--- src/hw/rtl/mqdr_ram.sv ---
module mqdr_ram #(
  parameter int WIDTH = 8,
  parameter int DEPTH = 16,
  parameter int AW    = (DEPTH > 1) ? $clog2(DEPTH) : 1
) (
  input  logic             clk,
  input  logic             we,
  input  logic [AW-1:0]    waddr,
  input  logic [WIDTH-1:0] wdata,
  input  logic             re,
  input  logic [AW-1:0]    raddr,
  output logic [WIDTH-1:0] rdata
);

  logic [WIDTH-1:0] mem [DEPTH];

  always_ff @(posedge clk) begin
    if (we) begin
      mem[waddr] <= wdata;
    end
    if (re) begin
      rdata <= mem[raddr];
    end
  end

endmodule

--- config.mk ---
export PLATFORM = sky130hd
export DESIGN_NAME = mqdr_ram
export DESIGN_NICKNAME = d
export VERILOG_FILES = /design/src/hw/rtl/mqdr_ram.sv
export SDC_FILE = /design/constraint.sdc
export NUM_CORES = 1
export LEC_CHECK = 0
export BUFFER_PORTS_ARGS = -buffer_cell sky130_fd_sc_hd__buf_2
export CAP_MARGIN = 20
export CORE_MARGIN = 4
export CORE_UTILIZATION = 50
export CTS_CLUSTER_DIAMETER = 200
export DETAILED_ROUTE_END_ITERATION = 7
export PLACE_DENSITY = 0.67
export SYNTH_ARGS = -nofsm -noshare
export SYNTH_HDL_FRONTEND = slang
export SYNTH_SLANG_ARGS = --single-unit
export TNS_END_PERCENT = 30
--- constraint.sdc ---
create_clock -name clk -period 4.25 [get_ports clk]
set_input_delay 0.85 -clock clk [delete_from_list [all_inputs] [get_ports clk]]
set_output_delay 0.85 -clock clk [all_outputs]
set_load 0.03 [all_outputs]
* Word level (Yosys, flattened, before mapping)
Memory sizes are Yosys's and may differ from the RTL's. A register that Yosys moved wholly into a read port is not among the register bits. Index checks and enable logic that the tools add are counted.
Word-level totals: memory bits (writable) 128, flip-flop bits (word level) 0, memories kept 1, word-level logic and storage cells 3, input port bits 19
Memory list:
- mem | words 16, width 8, read ports 1, clocked after memory_dff 1, write ports 1, RTL line 15 | logic [WIDTH-1:0] mem [DEPTH];
Operators by class: muxes and demuxes 2
Operator list (count):
- 2-to-1 mux 1 bit | 2

* Logic depth before layout (Yosys ltp)
Gate-level depths: netlist of run 1.
word-level depth 2, depth in mapped cells 5, mapped depth without buffers 3

* Worst setup path before layout of run 1
Ideal clock, no wire load.
kind input to register, start point input port waddr[2], end point memory mem[0][0] (enable), library setup time 0.383 ns, stages 2, setup slack 1.907 ns, arrival 1.960 ns, path through or3b_2 nor3_1
RTL lines:
- from (decl) | RTL line 8 | input logic [AW-1:0] waddr,
- to (decl) | RTL line 15
No word-level cell before the write port.

==> results.sh, run 1 <==
export IMPL_outcome="finished, final reports clean"
export IMPL_drc=0
export IMPL_period_minus_slack_ns=2.37
export IMPL_hp_class="input port to flop"
export IMPL_post_route_period_util_pct=55.8
export IMPL_synth_distinct_cells=18
export IMPL_critPathMaxFanout=21
export IMPL_power_frac_comb_pct=4.9
export IMPL_clock_skew_ns=0.00668
export IMPL_grt_pass1_vias=2445
export IMPL_slowest_delay_ns=0.63
export IMPL_r2r_setup_slack_ns=2.77
export IMPL_p_sw_mw=0.591
export IMPL_h_tree_depth=4
export IMPL_reg2reg_depth=3
export IMPL_ctsResizeCount=0
export IMPL_drive_gt1_share_pct=26.3
export IMPL_r2r_start="mem[9][4]"
export IMPL_finalHoldViolations=0
export IMPL_start_util_pct=51.1
export IMPL_intPower_mw=2.32
export IMPL_critPathArrivalTime_ns=2.61
export IMPL_fmax_ghz=0.422
export IMPL_synth_area_mm2=0.00523
export IMPL_maxSlewViolCount=0
export IMPL_clock_sinks=136
export IMPL_boundaryPins=27
export IMPL_routed_wl_um=9520
export IMPL_critPathBufInv=2
export IMPL_cts_buffers=17
export IMPL_max_cap_violations=0
export IMPL_hpwl_um=6070
export IMPL_synth_edf_count=136
export IMPL_pre_cts_ws_ns=1.29
export IMPL_post_cts_setup_buffer_count=0
export IMPL_firstDrtPassIters=4
export IMPL_power_density_mw_per_mm2=486
export IMPL_grt_start_max_net_pins=33
export IMPL_rsz0062_at_grt="false"
export IMPL_synthCells=229
export IMPL_syn_num_nets=248
export IMPL_maxSlewHeadroom_pct=31.9
export IMPL_drt_initial_drc_count=123
export IMPL_async_flop_share_pct=0
export IMPL_reg2reg_to="rdata[4]"
export IMPL_syn_area_per_cell_um2=22.8
export IMPL_cts_tree="yes"
export IMPL_worst_slack_ns=1.88
export IMPL_num_vias=2424
export IMPL_crit_family="buffers and inverters"
export IMPL_tightest_slew_ns=1.02
export IMPL_vdd_ir_drop_max_mv=0.269
export IMPL_worstHoldPathCells=1
export IMPL_cts_hold_buf=0
export IMPL_p_leak_nw=1.98
export IMPL_crit_required_ns=4.49
export IMPL_cts_root_buf="clkbuf_8"
export IMPL_synth_top_cell_area_share_pct=78.1
export IMPL_grt_antenna_before_repair=0
export IMPL_cp_end_kind="flop"
export IMPL_ys_warnings_count=0
export IMPL_seqPwrFrac_pct=52.2
export IMPL_die_w_um=110
export IMPL_path_clk_slew_ns=0.06
export IMPL_switching_share_pct=20.3
export IMPL_nNetsFinal=288
export IMPL_io_buffers=26
export IMPL_coreArea_mm2=0.0102
export IMPL_yosysSeqAreaShare_pct=78.1
export IMPL_dieHeight_um=110
export IMPL_setup_tns_ns=0
export IMPL_yosysMostFrequentCell="edfxtp_1"
export IMPL_clock_power_share_pct=42.9
export IMPL_ys_flop_type="edfxtp_1"
export IMPL_setup_violations=0
export IMPL_critPathKind="input port to flop"
export IMPL_yosysTopAreaCell="edfxtp_1"
export IMPL_syn2layout_area_growth_pct=14.5
export IMPL_dieArea_mm2=0.0122
export IMPL_path_cells="buf_2, buf_4, mux4_1, a22oi_1, nand2_1"
export IMPL_grt_overflow=0
export IMPL_ys_ff_latch=136
export IMPL_gp_congestion=0.729
export IMPL_synthTopCellsByArea="edfxtp_1 78%, mux4_2 7.8%, mux4_1 7.0%"
export IMPL_cp_slowest_cell="mux4_1"
export IMPL_viasPerCell=5.81
export IMPL_hold_ws_ns=0.729
export IMPL_wl_per_cell_um=22.8
export IMPL_grt_pass1_wl_um=14600
export IMPL_track_usage_pct=17.5
export IMPL_worstHoldStart="wdata[2]"
export IMPL_dpl_instance_area_mm2=0.00548
export IMPL_startpoint_type="input port"
export IMPL_clock_latency_ns=0.51
export IMPL_final_area_mm2=0.00599
export IMPL_ant_nets=0
export IMPL_placement_rows=37
export IMPL_min_to="mem[5][2]"
export IMPL_clk_path_buf_depth=2
export IMPL_n_antenna_cell=0
export IMPL_synthTopCellsByCount="136 x edfxtp_1, 18 x mux4_2, 16 x a22oi_1"
[metrics by stage]
stage          std cells  utilization, %  power, mW
2_1_floorplan        229               -       1.63
3_3_place_gp         386            53.6       1.69
3_5_place_dp         386            53.6       1.69
4_1_cts              417            58.5       2.93
5_1_grt              417            58.5       3.01
6_report             417            58.5       2.91
[cells in the final DEF (no fill, tap or decap), drive strengths merged]
master / instances
a22oi: 16
and2: 1
and2b: 1
buf: 31
bufinv: 1
clkbuf: 19
clkinv: 8
clkinvlp: 3
edfxtp: 136
mux4: 32
nand2: 9
nand2b: 2
nand3: 1
nand3b: 2
nor2: 13
nor2b: 1
nor3: 4
or3b: 1
[sequential cells by signal, summed over array words and instances, names as in the netlist]
register	cells
rdata	8
mem	128
[routing by layer]
layer	GRT usage, %	vias up	part of all wire, %
met4	6.60	0	1.4
met5	0	-	0
li1	-	1064	-
met3	4.08	13	6.8
met2	27.0	88	48
met1	24.7	1259	43
[power by group through the flow]
stage               Clock (mW)  Sequential [mW]  Combinational, mW
global placement             0             1.55              0.141
floorplan                    0             1.56             0.0763
finish                    1.25             1.52              0.142
global route              1.33             1.52              0.155
CTS                       1.27             1.52              0.144
detailed placement           0             1.55              0.144
[layout make-up]
| class | count | area (µm²) |
|---|---|---|
| clock inverters | 12 | 86.3 |
| repair buffers | 31 | 168 |
| flip-flops and latches | 136 | 4080 |
| clock buffers | 19 | 422 |
| multi-input cells | 83 | 1060 |
| fillers | 738 | 4240 |
| well taps | 136 | 170 |
[how the worst max path moves through the flow]
stage / startpoint / endpoint / slack (ns) / cells after the start
after floorplan: waddr[2] / mem[0][0] / 1.91 / 2
after global placement: raddr[0] / rdata[0] / 1.29 / 5
after detailed placement: raddr[0] / rdata[0] / 1.29 / 5
after CTS: raddr[0] / rdata[0] / 1.83 / 5
after global routing: raddr[0] / rdata[1] / 1.74 / 5
final: raddr[0] / rdata[0] / 1.88 / 5
[kinds of logic after synthesis]
logic type | synth area share (%)
DFF | 78.1
and+or+nand+nor | 3.14
buffers and inverters | 1.65
AOI/OAI and AO/OA | 2.30
muxes | 14.8
Note: power is estimated with default switching activity, not from simulation.
==> run 2: changes to the inputs <==
--- a/config.mk
+++ b/config.mk
@@ -5,6 +5,7 @@
 export SDC_FILE = /design/constraint.sdc
 export NUM_CORES = 1
 export LEC_CHECK = 0
+export ABC_AREA = 1
 export BUFFER_PORTS_ARGS = -buffer_cell sky130_fd_sc_hd__buf_2
 export CAP_MARGIN = 20
 export CORE_MARGIN = 4
==> constraint.sdc (replaced) <==
create_clock -name clk -period 2.5 [get_ports clk]
set_input_delay 0.5 -clock clk [delete_from_list [all_inputs] [get_ports clk]]
set_output_delay 0.5 -clock clk [all_outputs]
set_load 0.03 [all_outputs]
==> results.sh, run 2 <==
export IMPL_outcome="finished, final reports clean"
export IMPL_grt_overflow=0
export IMPL_startpoint_type="input port"
export IMPL_ctsResizeCount=0
export IMPL_coreArea_mm2=0.0114
export IMPL_layout_common_cells="173 x nand2_1, 136 x edfxtp_1, 100 x inv_1, 97 x nand3_1, 26 x buf_2"
export IMPL_placement_rows=39
export IMPL_syn_area_per_cell_um2=10.6
export IMPL_ys_flop_type="edfxtp_1"
export IMPL_clock_sinks=136
export IMPL_h_tree_depth=4
export IMPL_p_sw_mw=1.16
export IMPL_period_minus_slack_ns=1.74
export IMPL_post_cts_setup_buffer_count=0
export IMPL_yosysSeqAreaShare_pct=69.8
export IMPL_dieHeight_um=116
export IMPL_cts_hold_buf=0
export IMPL_setup_tns_ns=0
export IMPL_switching_share_pct=21.6
export IMPL_dieArea_mm2=0.0135
export IMPL_critPathKind="input port to flop"
export IMPL_wl_per_cell_um=18.0
export IMPL_grt_pass1_vias=3907
export IMPL_tightest_slew_ns=0.787
export IMPL_finalHoldViolations=0
export IMPL_yosysMostFrequentCell="nand2_1"
export IMPL_maxSlewHeadroom_pct=47.3
export IMPL_dp_cells=702
export IMPL_clock_power_share_pct=45.8
export IMPL_final_area_mm2=0.00662
export IMPL_cts_tree="yes"
export IMPL_largest_reg_flops=128
export IMPL_report_power_total_mw=5.36
export IMPL_num_vias=3836
export IMPL_setup_violations=0
export IMPL_fin_cells=733
export IMPL_syn_num_nets=570
export IMPL_n_antenna_cell=0
export IMPL_critPathArrivalTime_ns=1.91
export IMPL_track_usage_pct=21.5
export IMPL_synth_top_cell_area_share_pct=69.8
export IMPL_ys_warnings_count=0
export IMPL_clk_path_buf_depth=2
export IMPL_async_flop_share_pct=0
export IMPL_clock_skew_ns=0.0103
export IMPL_gp_congestion=0.901
export IMPL_max_cap_violations=0
export IMPL_firstDrtPassIters=5
export IMPL_hold_ws_ns=0.459
export IMPL_cpMostUsedCell="nand3_1"
export IMPL_yosysTopAreaCell="edfxtp_1"
export IMPL_start_util_pct=51.2
export IMPL_synthTopCellsByArea="edfxtp_1 70%, nand2_1 11%, nand3_1 8.3%"
export IMPL_drive_gt1_share_pct=10.8
export IMPL_nNetsFinal=597
export IMPL_vdd_ir_drop_max_mv=0.488
export IMPL_path_clk_slew_ns=0.06
export IMPL_p_leak_nw=2.84
export IMPL_die_w_um=116
export IMPL_synth_distinct_cells=11
export IMPL_cts_buffers=17
export IMPL_fmax_ghz=0.574
export IMPL_rsz0062_at_grt="false"
export IMPL_syn2layout_area_growth_pct=13.2
export IMPL_grt_antenna_before_repair=0
export IMPL_intPower_mw=4.20
export IMPL_grt_start_max_net_pins=34
export IMPL_cts_root_buf="clkbuf_16"
export IMPL_fin_util_pct=58.0
export IMPL_crit_required_ns=2.67
export IMPL_routed_wl_um=13200
export IMPL_synth_edf_count=136
export IMPL_slowest_delay_ns=0.48
export IMPL_critPathMaxFanout=33
export IMPL_power_density_mw_per_mm2=810
export IMPL_drc=0
export IMPL_power_frac_comb_pct=5.9
export IMPL_synth_area_mm2=0.00585
export IMPL_grt_pass1_wl_um=21000
export IMPL_maxSlewViolCount=0
export IMPL_hpwl_um=8430
export IMPL_seqPwrFrac_pct=48.3
export IMPL_worst_slack_ns=0.757
export IMPL_dpl_instance_area_mm2=0.00603
export IMPL_pre_cts_ws_ns=0.310
export IMPL_synthTopCellsByCount="173 x nand2_1, 136 x edfxtp_1, 100 x inv_1"
export IMPL_final_common_cell="nand2_1"
export IMPL_boundaryPins=27
export IMPL_cp_slowest_cell="buf_2"
export IMPL_drt_initial_drc_count=462
export IMPL_clock_latency_ns=0.42
export IMPL_cp_end_kind="flop"
export IMPL_synthCells=551
export IMPL_ys_ff_latch=136
export IMPL_path_cells="buf_2, inv_2, nand3_1, nand3_1, nand3_1, nand2_1"
export IMPL_io_buffers=26
export IMPL_post_route_period_util_pct=69.7
export IMPL_hp_class="input port to flop"
export IMPL_largestRegisters="mem: 128 flops, rdata: 8 flops"
export IMPL_viasPerCell=5.23
export IMPL_ant_nets=0
export IMPL_regMostFlops="mem"
## run 2: cell count changes after synthesis, sizes merged, moves of 16 or more
| cell | previous run | this run |
|---|---|---|
| mux4 | 32 | 0 |
| buf | 7 | 24 |
| inv | 0 | 102 |
| nand2 | 9 | 173 |
| a22oi | 16 | 0 |
| nand3 | 1 | 97 |
## run 2: worst max-delay path, delay by kind of cell
family,cells,cell delay (ns)
buffers and inverters,2,0.90
AND/OR/NAND/NOR,4,0.50
## run 2: kinds of logic (layout without fill, tap and decap cells)
kind of cell,count (synthesis),after routing,synth area share [%]
and+or+nand+nor,289,289,20.8
DFF,136,136,69.8
buffers and inverters,126,165,9.39
## run 2: power groups by stage
| stage | clock network [mW] | registers [mW] | logic (mW) |
|---|---|---|---|
| 2_1_floorplan | 0 | 2.65 | 0.180 |
| 3_3_place_gp | 0 | 2.63 | 0.314 |
| 3_5_place_dp | 0 | 2.63 | 0.316 |
| 4_1_cts | 2.50 | 2.59 | 0.317 |
| 5_1_grt | 2.60 | 2.59 | 0.352 |
| 6_report | 2.45 | 2.59 | 0.316 |
## run 2: layer usage
metal	GRT usage, %	wire length (µm)	vias up	share of wire (%)
li1	-	-	1831	-
met1	28.9	5720	1822	43
met2	32.3	6150	145	47
met3	5.70	834	38	6.3
met4	11.3	474	0	3.6
met5	0	0	-	0
## run 2: layout make-up
class / instances / area (µm²)
Clock inverter: 14 / 159
Inverter: 102 / 383
Timing Repair Buffer: 32 / 175
Sequential cell: 136 / 4080
Clock buffer: 17 / 425
Multi-Input combinational cell: 289 / 1210
Tap cell: 143 / 179
Fill cell: 953 / 4800
## run 2: final timing paths
path                            depth (start not counted)  endpoint  slack (ns)       start
worst max register to register                          6  rdata[7]        1.36   mem[3][7]
worst min register to register                          6  rdata[5]        0.77  mem[12][5]
worst min-delay path                                    1  rdata[0]        0.46          re
worst max-delay path                                    6  rdata[4]        0.76    raddr[1]
==> run 3: changes to the inputs <==
==> constraint.sdc (replaced) <==
create_clock -name clk -period 1.7 [get_ports clk]
set_input_delay 0.34 -clock clk [delete_from_list [all_inputs] [get_ports clk]]
set_output_delay 0.34 -clock clk [all_outputs]
set_load 0.03 [all_outputs]
==> results.sh, run 3 (synthesis results as in run 2) <==
export IMPL_largestRegisters="mem: 128 flops, rdata: 8 flops"
export IMPL_final_common_cell="nand2_1"
export IMPL_layout_common_cells="173 x nand2_1, 136 x edfxtp_1, 100 x inv_1, 97 x nand3_1, 26 x buf_2"
export IMPL_grt_pass1_wl_um=20900
export IMPL_cts_buffers=17
export IMPL_ctsResizeCount=0
export IMPL_routed_wl_um=13000
export IMPL_outcome="finished, final reports clean"
export IMPL_max_cap_violations=0
export IMPL_num_vias=3922
export IMPL_wl_per_cell_um=17.3
export IMPL_critPathBufInv=1
export IMPL_hp_class="input port to flop"
export IMPL_intPower_mw=6.18
export IMPL_clock_sinks=136
export IMPL_dpl_instance_area_mm2=0.00620
export IMPL_final_area_mm2=0.00677
export IMPL_power_frac_comb_pct=6.3
export IMPL_startpoint_type="flop"
export IMPL_p_sw_mw=1.64
export IMPL_cts_tree="yes"
export IMPL_grt_antenna_before_repair=0
export IMPL_seqPwrFrac_pct=48.6
export IMPL_largest_reg_flops=128
export IMPL_ant_nets=0
export IMPL_coreArea_mm2=0.0114
export IMPL_clk_path_buf_depth=2
export IMPL_fin_cells=750
export IMPL_grt_overflow=0
export IMPL_setup_tns_ns=0
export IMPL_hpwl_um=8240
export IMPL_cts_root_buf="clkbuf_16"
export IMPL_die_w_um=116
export IMPL_finalHoldViolations=0
export IMPL_grt_pass1_vias=3972
export IMPL_worstHoldStart="re"
export IMPL_syn2layout_area_growth_pct=15.7
export IMPL_post_route_period_util_pct=79.9
export IMPL_tightest_slew_ns=0.639
export IMPL_cp_end_kind="output port"
export IMPL_fmax_ghz=0.736
export IMPL_path_clk_slew_ns=0.06
export IMPL_r2r_start="mem[7][5]"
export IMPL_slowest_delay_ns=0.41
export IMPL_n_antenna_cell=0
export IMPL_maxSlewHeadroom_pct=57.4
export IMPL_post_cts_setup_buffer_count=0
export IMPL_vdd_ir_drop_max_mv=0.656
export IMPL_firstDrtPassIters=5
export IMPL_maxSlewViolCount=0
export IMPL_p_leak_nw=2.94
export IMPL_startpoint="rdata[7]"
export IMPL_clock_latency_ns=0.41
export IMPL_fin_util_pct=59.2
export IMPL_rsz0062_at_grt="false"
export IMPL_cts_hold_buf=0
export IMPL_track_usage_pct=21.4
export IMPL_placement_rows=39
export IMPL_boundaryPins=27
export IMPL_clock_power_share_pct=45.1
export IMPL_switching_share_pct=21.0
export IMPL_critPathArrivalTime_ns=1.02
export IMPL_nNetsFinal=614
export IMPL_critPathKind="flop to output port"
export IMPL_crit_family="flip-flops"
export IMPL_nFillCells=926
export IMPL_gp_congestion=0.826
export IMPL_critPathMaxFanout=1
export IMPL_dieHeight_um=116
export IMPL_dp_cells=719
export IMPL_grt_start_max_net_pins=46
export IMPL_power_density_mw_per_mm2=1150
export IMPL_regMostFlops="mem"
export IMPL_drc=0
export IMPL_h_tree_depth=4
export IMPL_dieArea_mm2=0.0135
export IMPL_path_cells="buf_2"
export IMPL_drive_gt1_share_pct=12.5
export IMPL_start_util_pct=51.2
export IMPL_crit_required_ns=1.36
export IMPL_drt_initial_drc_count=328
export IMPL_setup_violations=0
export IMPL_cp_slowest_cell="edfxtp_1"
export IMPL_worst_slack_ns=0.341
export IMPL_viasPerCell=5.23
export IMPL_clock_skew_ns=0.00557
export IMPL_period_minus_slack_ns=1.36
export IMPL_io_buffers=26
export IMPL_pre_cts_ws_ns=0.0826
[run 3: power groups by stage]
stage                     sequential (mW)  combinational [mW]  clock (mW)
after CTS                            3.80               0.495        3.57
after global routing                 3.80               0.545        3.73
after detailed placement             3.87               0.492           0
after global placement               3.87               0.483           0
final                                3.80               0.490        3.52
after floorplan                      3.90               0.265           0
[run 3: worst paths after layout]
kind                   end  slack (ns)  cells past startpoint
hold reg to reg   rdata[7]        0.75                      6
hold / removal    rdata[5]        0.30                      1
setup reg to reg  rdata[5]        0.50                      6
setup / recovery  rdata[7]        0.34                      1
[run 3: area by class of cell]
cell class	instances	area, µm²	area share (%)
Sequential cell	136	4080	60.4
Multi-Input combinational cell	289	1210	17.9
Clock buffer	18	429	6.34
Inverter	102	383	5.66
Timing Repair Buffer	49	340	5.03
Tap cell	143	179	2.64
Clock inverter	13	136	2.02
[run 3: per-stage QoR]
step | hold slack [ns] | total power [mW]
final | 0.302 | 7.81
after detailed placement | 0.716 | 4.36
after global routing | 0.284 | 8.08
after floorplan | 0.439 | 4.16
after CTS | 0.284 | 7.87
after global placement | 0.703 | 4.35
[run 3: per-layer routing]
layer | global-route usage, % | vias to the layer above | wire length (µm) | share of wire, %
li1 | - | 1869 | - | -
met1 | 26.9 | 1877 | 5370 | 41
met2 | 35.4 | 146 | 6450 | 50
met3 | 5.13 | 30 | 835 | 6.4
met4 | 9.82 | 0 | 315 | 2.4
met5 | 0 | - | 0 | 0
